$ cat config.mk
export PLATFORM = sky130hd
export DESIGN_NAME = bresenham_line_rasterizer
export DESIGN_NICKNAME = d
export VERILOG_FILES = /design/src/rtl/brl_pkg.sv /design/src/rtl/brl_setup.sv /design/src/rtl/brl_step.sv /design/src/rtl/bresenham_line_rasterizer.sv
export VERILOG_INCLUDE_DIRS = /design/src /design/src/rtl
export SDC_FILE = /design/constraint.sdc
export NUM_CORES = 1
export LEC_CHECK = 0
export BUFFER_PORTS_ARGS = -buffer_cell sky130_fd_sc_hd__buf_4
export CAP_MARGIN = 10
export CORE_UTILIZATION = 52
export DETAILED_ROUTE_END_ITERATION = 7
export GPL_TIMING_DRIVEN = 0
export PLACE_DENSITY = 0.74
export SLEW_MARGIN = 20
export SYNTH_ARGS = -nofsm -noshare
export SYNTH_HDL_FRONTEND = slang
export SYNTH_SLANG_ARGS = --single-unit
export TNS_END_PERCENT = 1
$ cat constraint.sdc
create_clock -name clk -period 14.85 [get_ports clk]
set_input_delay 0.7425 -clock clk [delete_from_list [all_inputs] [get_ports clk]]
set_output_delay 0.7425 -clock clk [all_outputs]
set_load 0.01 [all_outputs]
$ cat src/rtl/bresenham_line_rasterizer_macros.svh
// assertion helpers for the line rasterizer
// the clock is clk and the reset arst_n in every module that uses them
`ifndef BRESENHAM_LINE_RASTERIZER_MACROS_SVH
`define BRESENHAM_LINE_RASTERIZER_MACROS_SVH

`ifndef SYNTHESIS
`define BRL_ASSERT_IMPL(lbl, ante, cons) \
	lbl: assert property (@(posedge clk) disable iff (!arst_n) (ante) |-> (cons)) \
		else $error("implication check failed");
`define BRL_ASSERT_NEXT(lbl, ante, cons) \
	lbl: assert property (@(posedge clk) disable iff (!arst_n) (ante) |=> (cons)) \
		else $error("next cycle check failed");
`else
`define BRL_ASSERT_IMPL(lbl, ante, cons)
`define BRL_ASSERT_NEXT(lbl, ante, cons)
`endif

`endif

$ cat src/rtl/brl_pkg.sv
`default_nettype none

package brl_pkg;

	localparam int COORD_BITS = 12;
	localparam int DELTA_BITS = COORD_BITS + 1;
	localparam int ERR_BITS = COORD_BITS + 2;
	localparam int CFG_BITS = 12;
	localparam int CFG_INDEX_BITS = 2;
	localparam int CMP_BITS = COORD_BITS + CFG_BITS;
	localparam int IN_FIELD_BITS = 4 * COORD_BITS;
	localparam int IN_DATA_BITS = ((IN_FIELD_BITS + 7) / 8) * 8;
	localparam int OUT_FIELD_BITS = 2 * COORD_BITS;
	localparam int OUT_DATA_BITS = ((OUT_FIELD_BITS + 7) / 8) * 8;
	localparam int OUT_USER_BITS = 2;

	localparam logic [CFG_BITS-1:0] IMAGE_SIZE_RESET = CFG_BITS'(512);

	typedef enum logic {
		OP_START = 1'b0,
		OP_NEXT  = 1'b1
	} op_t;

	typedef enum logic [CFG_INDEX_BITS-1:0] {
		REG_IMAGE_COLS = 2'd0,
		REG_IMAGE_ROWS = 2'd1
	} reg_index_t;

	typedef logic signed [COORD_BITS-1:0] coord_t;
	typedef logic [DELTA_BITS-1:0] delta_t;
	typedef logic signed [ERR_BITS-1:0] err_t;

	// line setup handed from the setup stage to the step stage
	typedef struct packed {
		logic   start;
		logic   steep;
		logic   step_down;
		coord_t major;
		coord_t minor;
		coord_t major_end;
		delta_t delta_major;
		delta_t delta_minor;
	} setup_t;

endpackage

`default_nettype wire

$ cat src/rtl/brl_setup.sv
`default_nettype none

module brl_setup (
	input  wire logic            clk,
	input  wire logic            arst_n,
	input  wire logic            load,
	input  wire logic            valid_s1,
	input  wire logic            op_s1,
	input  wire brl_pkg::coord_t x_start_s1,
	input  wire brl_pkg::coord_t y_start_s1,
	input  wire brl_pkg::coord_t x_end_s1,
	input  wire brl_pkg::coord_t y_end_s1,
	output logic                 valid_s2,
	output brl_pkg::setup_t      setup_s2
);
	import brl_pkg::*;

	logic signed [DELTA_BITS-1:0] drow, dcol, dminor;
	delta_t  adrow, adcol;
	logic    steep, swap;
	coord_t  a0, b0, a1, b1;
	coord_t  major0, minor0, major1, minor1;
	setup_t  setup_d;

	always_comb begin
		drow = DELTA_BITS'(y_end_s1) - DELTA_BITS'(y_start_s1);
		dcol = DELTA_BITS'(x_end_s1) - DELTA_BITS'(x_start_s1);
		adrow = drow[DELTA_BITS-1] ? delta_t'(-drow) : delta_t'(drow);
		adcol = dcol[DELTA_BITS-1] ? delta_t'(-dcol) : delta_t'(dcol);
		steep = adrow > adcol;

		if (steep) begin
			a0 = y_start_s1;
			b0 = x_start_s1;
			a1 = y_end_s1;
			b1 = x_end_s1;
		end else begin
			a0 = x_start_s1;
			b0 = y_start_s1;
			a1 = x_end_s1;
			b1 = y_end_s1;
		end

		// order the endpoints so the major coordinate rises
		swap = a0 > a1;
		major0 = swap ? a1 : a0;
		minor0 = swap ? b1 : b0;
		major1 = swap ? a0 : a1;
		minor1 = swap ? b0 : b1;

		dminor = DELTA_BITS'(minor1) - DELTA_BITS'(minor0);

		setup_d.start       = (op_t'(op_s1) == OP_START);
		setup_d.steep       = steep;
		setup_d.step_down   = !(minor0 < minor1);
		setup_d.major       = major0;
		setup_d.minor       = minor0;
		setup_d.major_end   = major1;
		setup_d.delta_major = delta_t'(DELTA_BITS'(major1) - DELTA_BITS'(major0));
		setup_d.delta_minor = dminor[DELTA_BITS-1] ? delta_t'(-dminor) : delta_t'(dminor);
	end

	always_ff @(posedge clk or negedge arst_n) begin
		if (!arst_n) begin
			valid_s2 <= 1'b0;
		end else if (load) begin
			valid_s2 <= valid_s1;
		end
	end

	always_ff @(posedge clk) begin
		if (load && valid_s1) begin
			setup_s2 <= setup_d;
		end
	end

endmodule

`default_nettype wire

$ cat src/rtl/brl_step.sv
`default_nettype none

module brl_step (
	input  wire logic                                  clk,
	input  wire logic                                  arst_n,
	input  wire logic                                  valid_s2,
	input  wire brl_pkg::setup_t                       setup_s2,
	input  wire logic [brl_pkg::CFG_BITS-1:0]          image_cols,
	input  wire logic [brl_pkg::CFG_BITS-1:0]          image_rows,
	output logic                                       ready_s2,
	output logic                                       out_valid,
	input  wire logic                                  out_ready,
	output logic [brl_pkg::OUT_DATA_BITS-1:0]          out_data,
	output logic [brl_pkg::OUT_USER_BITS-1:0]          out_user,
	output logic                                       out_last
);
	import brl_pkg::*;

	coord_t major_pos_q, minor_pos_q, major_end_q;
	err_t   doubled_error_q;
	delta_t delta_major_q, delta_minor_q;
	logic   minor_step_down_q, steep_flag_q, line_active_q;

	logic   fire, active;
	coord_t cur_major, cur_minor, cur_end;
	err_t   cur_err;
	delta_t cur_dmaj, cur_dmin;
	logic   cur_down, cur_steep;
	coord_t row, col;
	logic   vis, last;
	logic signed [ERR_BITS:0] err_sub, err_add;

	logic   out_vld_s3;
	coord_t row_s3, col_s3;
	logic   pix_s3, vis_s3, last_s3;

	assign ready_s2 = !out_vld_s3 || out_ready;
	assign fire = valid_s2 && ready_s2;

	always_comb begin
		if (setup_s2.start) begin
			cur_major = setup_s2.major;
			cur_minor = setup_s2.minor;
			cur_end   = setup_s2.major_end;
			cur_dmaj  = setup_s2.delta_major;
			cur_dmin  = setup_s2.delta_minor;
			cur_err   = ERR_BITS'(setup_s2.delta_major);
			cur_down  = setup_s2.step_down;
			cur_steep = setup_s2.steep;
		end else begin
			cur_major = major_pos_q;
			cur_minor = minor_pos_q;
			cur_end   = major_end_q;
			cur_dmaj  = delta_major_q;
			cur_dmin  = delta_minor_q;
			cur_err   = doubled_error_q;
			cur_down  = minor_step_down_q;
			cur_steep = steep_flag_q;
		end
		active = setup_s2.start || line_active_q;

		row = cur_steep ? cur_major : cur_minor;
		col = cur_steep ? cur_minor : cur_major;
		vis = !col[COORD_BITS-1] && (CMP_BITS'({1'b0, col}) < CMP_BITS'(image_cols)) &&
		      !row[COORD_BITS-1] && (CMP_BITS'({1'b0, row}) < CMP_BITS'(image_rows));
		last = cur_major >= cur_end;

		// doubled error term, one subtract and a conditional add back
		err_sub = (ERR_BITS+1)'(cur_err) - (ERR_BITS+1)'({cur_dmin, 1'b0});
		err_add = err_sub + (ERR_BITS+1)'({cur_dmaj, 1'b0});
	end

	always_ff @(posedge clk or negedge arst_n) begin
		if (!arst_n) begin
			major_pos_q       <= '0;
			minor_pos_q       <= '0;
			major_end_q       <= '0;
			doubled_error_q   <= '0;
			delta_major_q     <= '0;
			delta_minor_q     <= '0;
			minor_step_down_q <= 1'b0;
			steep_flag_q      <= 1'b0;
			line_active_q     <= 1'b0;
		end else if (fire && active) begin
			major_end_q       <= cur_end;
			delta_major_q     <= cur_dmaj;
			delta_minor_q     <= cur_dmin;
			minor_step_down_q <= cur_down;
			steep_flag_q      <= cur_steep;
			if (last) begin
				line_active_q   <= 1'b0;
				major_pos_q     <= cur_major;
				minor_pos_q     <= cur_minor;
				doubled_error_q <= cur_err;
			end else begin
				line_active_q <= 1'b1;
				major_pos_q   <= cur_major + coord_t'(1);
				if (err_sub[ERR_BITS]) begin
					minor_pos_q     <= cur_down ? cur_minor - coord_t'(1)
					                            : cur_minor + coord_t'(1);
					doubled_error_q <= err_t'(err_add);
				end else begin
					minor_pos_q     <= cur_minor;
					doubled_error_q <= err_t'(err_sub);
				end
			end
		end
	end

	always_ff @(posedge clk or negedge arst_n) begin
		if (!arst_n) begin
			out_vld_s3 <= 1'b0;
		end else if (ready_s2) begin
			out_vld_s3 <= valid_s2;
		end
	end

	// no active line gives an all-zero result
	always_ff @(posedge clk) begin
		if (fire) begin
			pix_s3  <= active;
			vis_s3  <= active && vis;
			last_s3 <= active && last;
			row_s3  <= active ? row : '0;
			col_s3  <= active ? col : '0;
		end
	end

	assign out_valid = out_vld_s3;
	assign out_data  = OUT_DATA_BITS'({col_s3, row_s3});
	assign out_user  = {vis_s3, pix_s3};
	assign out_last  = last_s3;

endmodule

`default_nettype wire

$ cat src/rtl/bresenham_line_rasterizer.sv
// each input transaction passes through the input, setup and step registers to its result
// throughput: one item per cycle unless m_axis_tready stalls; the step stage's error
// and position update closes on itself, so a pixel depends only on the one before it
// reset: arst_n asynchronous active low; clears the pipeline, drops any line in
// progress and sets image_cols and image_rows to 512
`default_nettype none
`include "bresenham_line_rasterizer_macros.svh"

module bresenham_line_rasterizer (
	input  wire logic                                  clk,
	input  wire logic                                  arst_n,
	input  wire logic                                  cfg_we,
	input  wire logic [brl_pkg::CFG_INDEX_BITS-1:0]    cfg_index,
	input  wire logic [brl_pkg::CFG_BITS-1:0]          cfg_data,
	input  wire logic                                  s_axis_tvalid,
	output logic                                       s_axis_tready,
	// x_start, y_start, x_end, y_end
	input  wire logic [brl_pkg::IN_DATA_BITS-1:0]      s_axis_tdata,
	// operation
	input  wire logic [0:0]                            s_axis_tuser,
	output logic                                       m_axis_tvalid,
	input  wire logic                                  m_axis_tready,
	// pixel_row, pixel_col
	output logic [brl_pkg::OUT_DATA_BITS-1:0]          m_axis_tdata,
	// pixel_valid, visible
	output logic [brl_pkg::OUT_USER_BITS-1:0]          m_axis_tuser,
	output logic                                       m_axis_tlast
);
	import brl_pkg::*;

	logic [CFG_BITS-1:0] image_cols_q, image_rows_q;

	logic   valid_s1, op_s1;
	coord_t x_start_s1, y_start_s1, x_end_s1, y_end_s1;
	logic   valid_s2, ready_s2, load_s2;
	setup_t setup_s2;

	always_ff @(posedge clk or negedge arst_n) begin
		if (!arst_n) begin
			image_cols_q <= IMAGE_SIZE_RESET;
			image_rows_q <= IMAGE_SIZE_RESET;
		end else if (cfg_we) begin
			case (reg_index_t'(cfg_index))
				REG_IMAGE_COLS: image_cols_q <= cfg_data;
				REG_IMAGE_ROWS: image_rows_q <= cfg_data;
				default: ;
			endcase
		end
	end

	// setup stage loads when empty or when it hands on to the step stage
	assign load_s2 = !valid_s2 || ready_s2;
	assign s_axis_tready = !valid_s1 || load_s2;

	always_ff @(posedge clk or negedge arst_n) begin
		if (!arst_n) begin
			valid_s1 <= 1'b0;
		end else if (s_axis_tready) begin
			valid_s1 <= s_axis_tvalid;
		end
	end

	always_ff @(posedge clk) begin
		if (s_axis_tvalid && s_axis_tready) begin
			op_s1      <= s_axis_tuser[0];
			x_start_s1 <= coord_t'(s_axis_tdata[COORD_BITS-1:0]);
			y_start_s1 <= coord_t'(s_axis_tdata[2*COORD_BITS-1:COORD_BITS]);
			x_end_s1   <= coord_t'(s_axis_tdata[3*COORD_BITS-1:2*COORD_BITS]);
			y_end_s1   <= coord_t'(s_axis_tdata[4*COORD_BITS-1:3*COORD_BITS]);
		end
	end

	brl_setup u_setup (
		.clk        (clk),
		.arst_n     (arst_n),
		.load       (load_s2),
		.valid_s1   (valid_s1),
		.op_s1      (op_s1),
		.x_start_s1 (x_start_s1),
		.y_start_s1 (y_start_s1),
		.x_end_s1   (x_end_s1),
		.y_end_s1   (y_end_s1),
		.valid_s2   (valid_s2),
		.setup_s2   (setup_s2)
	);

	brl_step u_step (
		.clk        (clk),
		.arst_n     (arst_n),
		.valid_s2   (valid_s2),
		.setup_s2   (setup_s2),
		.image_cols (image_cols_q),
		.image_rows (image_rows_q),
		.ready_s2   (ready_s2),
		.out_valid  (m_axis_tvalid),
		.out_ready  (m_axis_tready),
		.out_data   (m_axis_tdata),
		.out_user   (m_axis_tuser),
		.out_last   (m_axis_tlast)
	);

	`BRL_ASSERT_IMPL(a_idle_takes_input, !valid_s1, s_axis_tready)
	`BRL_ASSERT_IMPL(a_last_has_pixel, m_axis_tvalid && m_axis_tlast, m_axis_tuser[0])
	`BRL_ASSERT_IMPL(a_visible_has_pixel, m_axis_tvalid && m_axis_tuser[1], m_axis_tuser[0])
	`BRL_ASSERT_IMPL(a_no_pixel_is_zero, m_axis_tvalid && !m_axis_tuser[0], m_axis_tdata == '0)

endmodule

`default_nettype wire
# ---- Word level (Yosys, flattened, before mapping)
# Cells that the tools add are included.
dict set report totals {
  out_inout_bits 29
  ff_bits 247
  elab_cells 103
  in_bits 68
}
dict set report classes {
  bitwise_logic 1
  add_sub_neg 12
  n_reduce_logical 22
  eq_ne 1
  muxes 28
  order_cmp 6
}
# operator n
set op_table {}
lappend op_table {{two-way mux 12 bit} 18}
lappend op_table {{two-way mux 13 bit} 4}
lappend op_table {{subtractor 12 x 12 -> 13 bit} 4}
lappend op_table {{two-way mux 14 bit} 3}
lappend op_table {{negation 13 bit} 3}
lappend op_table {{less-than comparator 12 bit} 3}
lappend op_table {{adder 12 x 2 -> 12 bit, second input constant} 2}
lappend op_table {{subtractor 15 x 14 -> 15 bit} 1}
lappend op_table {{adder 14 bit} 1}
lappend op_table {{greater-than comparator 13 bit} 1}
lappend op_table {{>= comparator 12 bit} 1}
lappend op_table {{greater-than comparator 12 bit} 1}
lappend op_table {{subtractor 12 x 2 -> 12 bit, second input constant} 1}
lappend op_table {{logical AND 1 bit} 9}
lappend op_table {{zero test 1 bit} 6}
lappend op_table {{logical OR 1 bit} 4}
lappend op_table {{AND reduction 2 bit} 2}
lappend op_table {{two-way mux 1 bit} 3}
lappend op_table {{== test 2 x 1 -> 1 bit, second input constant} 1}
lappend op_table {{zero test 2 bit} 1}
lappend op_table {{NOT 1 bit} 1}

# ---- Logic depth before layout (Yosys ltp)
dict set report depth {
  depth_word 10
  ltp_mapped 56
  depth_no_buf 49
}

# ---- Hierarchy
# Synthesis repeated with hierarchy kept, for this count alone.
dict set report hier_totals {
  hier_cells 1853
  hier_area_um2 17349.1
}
# module instances seq_area_each_um2 cells_each area_each_um2
set by_module_without_submodules {}
lappend by_module_without_submodules {brl_step 1 2787.7 872 7831.3}
lappend by_module_without_submodules {brl_setup 1 1976.9 875 7058.0}
lappend by_module_without_submodules {bresenham_line_rasterizer 1 2099.5 106 2459.9}

# ---- Least setup slack after synthesis
# No wires, ideal clock.
dict set report synth_timing {
  kind {register to register}
  startpoint {register x_start_s1[0]}
  endpoint {register u_setup.setup_s2[11] (netlist name)}
  stages_incl_launch_ff 52
  arrival_time_ps 9954
  slack_ps 4634
  period_less_slack_ps 10216
  setup_ps 262
  required_time_ps 14588
  path_buffers 8
  cell_sequence {edfxtp_1 > ha_1 > fa_1 > nor2b_1 > o21ai_0 > a21boi_0 > o21ai_0 > a21boi_0 > o21a_1 > o21ai_0 > a21boi_0 > o21ai_0 > o31a_1 > or4_1 > or3_1 > ha_1 > nand4_2 > or4_4 > [16 not listed] > clkbuf_1 > clkbuf_1 > mux2i_1 > ha_1 > inv_1 > fa_1 > nand2_1 > nand2_1 > a21oi_1 > nor2_1 > nor2_1 > nand2_1 > a21o_1 > a21oi_1 > xnor2_1 > or4_1 > o21ai_0 > xnor2_1}
}
# element line_no
set synth_lines {}
lappend synth_lines {{start: declaration} bresenham_line_rasterizer.sv:34} ;# coord_t x_start_s1, y_start_s1, x_end_s1, y_end_s1;
lappend synth_lines {{start signal: assignment} bresenham_line_rasterizer.sv:66} ;# x_start_s1 <= coord_t'(s_axis_tdata[COORD_BITS-1:0]);

==> flow_summary.json <==
{
  "core_sq_mm": 0.0318,
  "rsz0062_at_grt": "false",
  "cts_sinks": 246,
  "yosysMostFrequentCell": "nand2_1",
  "slowest_stage": "a311oi_2",
  "drive_gt1_share_pct": 11.3,
  "cts_resized": 0,
  "status": "finished clean",
  "hold_viol_final": 0,
  "overflow": 0,
  "fin_worst_skew_ns": 0.0134,
  "crit_path_end_kind": "flop",
  "synth_area_per_cell_sq_um": 9.30,
  "routed_wl_microns": 46700,
  "cts_made_buffers": 28,
  "route.detailed.drc": 0,
  "period_share_pct": 88.1,
  "cts_root_buf": "clkbuf_16",
  "clockBufferDepth": 3,
  "grt_usage_pct": 28.4,
  "port_buffers": 96,
  "postPlaceCellArea_sq_mm": 0.0183,
  "wl_per_cell_microns": 19.4,
  "crit_required_ns": 15.17,
  "initialDrtViolationCount": 1117,
  "path_max_fanout": 10,
  "ant_nets": 0,
  "report.final.setup_viol": 0,
  "synth_top_area_share_pct": 25.0,
  "yosys_most_used_dff": "edfxtp_1",
  "postCtsHoldBufs": 0,
  "post_cts_buffers": 0,
  "max_freq_mhz": 76.4,
  "grt_pass1_vias": 13860,
  "final_nets": 2157,
  "diodes": 0,
  "dieHeight_microns": 182,
  "vias_per_cell": 5.82,
  "synth_edf_count": 141,
  "antenna_found_initial": 0,
  "clk_latency_ns": 0.58,
  "yosysSeqAreaShare_pct": 40.5,
  "cts_max_level": 1,
  "hpwl_microns": 36800,
  "globalplace.congestion": 1.01,
  "start_kind": "flop",
  "clk_pin_slew_ns": 0.06,
  "synth-async-reset-ratio_pct": 42.7,
  "vias": 14003,
  "dieWidth_microns": 182,
  "io_pins": 97,
  "dr.pass1.iters": 6,
  "critPathKind": "flop to flop",
  "worst-slew-pin-transition_ns": 1.06,
  "initial_core_util_pct": 53.2,
  "grt_pass1_wl_microns": 74100,
  "synth_warnings": 0,
  "synth_common_cells": "nand2_1, nor2_1, o21ai_0",
  "fin_area_sq_mm": 0.0192,
  "critPathArrivalTime_ns": 13.41,
  "worst_path_most_repeated_cell": "o21ai_0",
  "die-area_sq_mm": 0.0333,
  "grt_max_degree": 65,
  "num_rows": 65,
  "max_stage_delay_ns": 0.64,
  "syn_nets": 2027,
  "slew_headroom_pct": 28.8,
  "fin_setup_tns_ns": 0,
  "ys_ff_latch": 246,
  "postSynthCellCount": 1820,
  "hold_path_class": "input port to asynchronous set/reset pin",
  "cap_violations": 0,
  "drv_slew": 0,
  "period_minus_slack_ns": 13.09,
  "yosysUniqueCellTypes": 78,
  "area_growth_pct": 13.7,
  "cts_tree": "yes",
  "synth.area.top_cells": "edfxtp_1, dfrtp_1, ha_1",
  "post-synth-top-area-cell": "edfxtp_1",
  "synth_area_sq_mm": 0.0169
}
## cells by family (layout without fill, tap and decap cells)
group                      after synthesis  after routing  synth area share, %
xor gates and xnor gates                92             92                 4.76
buffers and inverters                  216            368                 4.97
muxes                                  141            141                 8.68
DFF                                    246            246                 40.5
AOI/OAI and AO/OA                      412            412                 14.8
and+or+nand+nor                        572            572                 15.6
adders and majority gates              141            141                 10.7
## worst max-delay path: cells and delay by family, from the launching register on
family                     cells  cell delay, ns
AOI/OAI and AO/OA             21            5.18
xor gates and xnor gates       3            0.43
adders and majority gates      6            2.02
buffers and inverters         10            2.52
DFF                            1            0.47
muxes                          1            0.37
and+or+nand+nor               11            1.82
## state kept, by name (all words and copies together) (netlist names), 12 cells and up
name	count
u_step.delta_minor_q	13
image_rows_q	12
u_setup.setup_s2	65
u_step.major_pos_q	12
u_step.major_end_q	12
y_start_s1	12
y_end_s1	12
u_step.minor_pos_q	12
u_step.col_s3	12
x_end_s1	12
image_cols_q	12
x_start_s1	12
u_step.delta_major_q	13
u_step.doubled_error_q	13
u_step.row_s3	12
## metal layers
metal	wire, microns	vias to the layer above	share of wire [%]	global-route usage [%]
met4	2150	0	4.6	12.0
met3	2890	129	6.2	3.67
li1	-	6682	-	-
met2	22000	535	47	48.3
met5	0	-	0	0
met1	19700	6657	42	36.6
## layout by cell type, fill, tap and decap left out, drive strengths merged, types with 98 or more instances in the layout
master | synthesis | final
o21ai | 154 | 154
mux2i | 98 | 98
buf | 18 | 118
ha | 133 | 133
a21oi | 106 | 106
nand2 | 208 | 208
edfxtp | 141 | 141
inv | 145 | 145
dfrtp | 103 | 103
nor2 | 160 | 160
## worst paths after layout
kind                                       startpoint                       to  slack [ns]  cells past startpoint
worst min register to register  u_step.major_pos_q[9]    u_step.major_pos_q[9]        0.48                      2
worst max register to register          y_start_s1[0]     u_setup.setup_s2[11]        1.76                     52
min in group clk                     s_axis_tdata[28]              x_end_s1[4]        0.34                      1
max in group asynchronous                      arst_n    u_step.minor_pos_q[4]       14.07                      2
worst max-delay path                    y_start_s1[0]     u_setup.setup_s2[11]        1.76                     52
worst min-delay path                           arst_n  u_step.delta_major_q[6]        0.07                      1
## stage by stage
step | utilization, % | instances | worst slack, ns | hold WS [ns]
4_1_cts | 60.5 | 2407 | 2.03 | 0.0743
5_1_grt | 60.5 | 2407 | 1.07 | 0.103
3_3_place_gp | 57.2 | 2351 | 2.18 | 0.451
6_report | 60.5 | 2407 | 1.76 | 0.0726
2_1_floorplan | - | 1820 | 4.63 | 0.435
3_5_place_dp | 57.6 | 2355 | 2.05 | 0.459
## layout make-up
class | instances | area, sq um
clock inverter | 14 | 174
multi-input combinational | 1358 | 9230
clock buffer | 38 | 768
timing repair buffer | 100 | 827
fill | 2733 | 12600
buffer | 71 | 299
sequential | 246 | 6860
inverter | 145 | 544
tap | 435 | 544
Power is left out: the tool's default activity adds up to more than one toggle a clock period on the data nets, which glitch-free logic cannot reach.
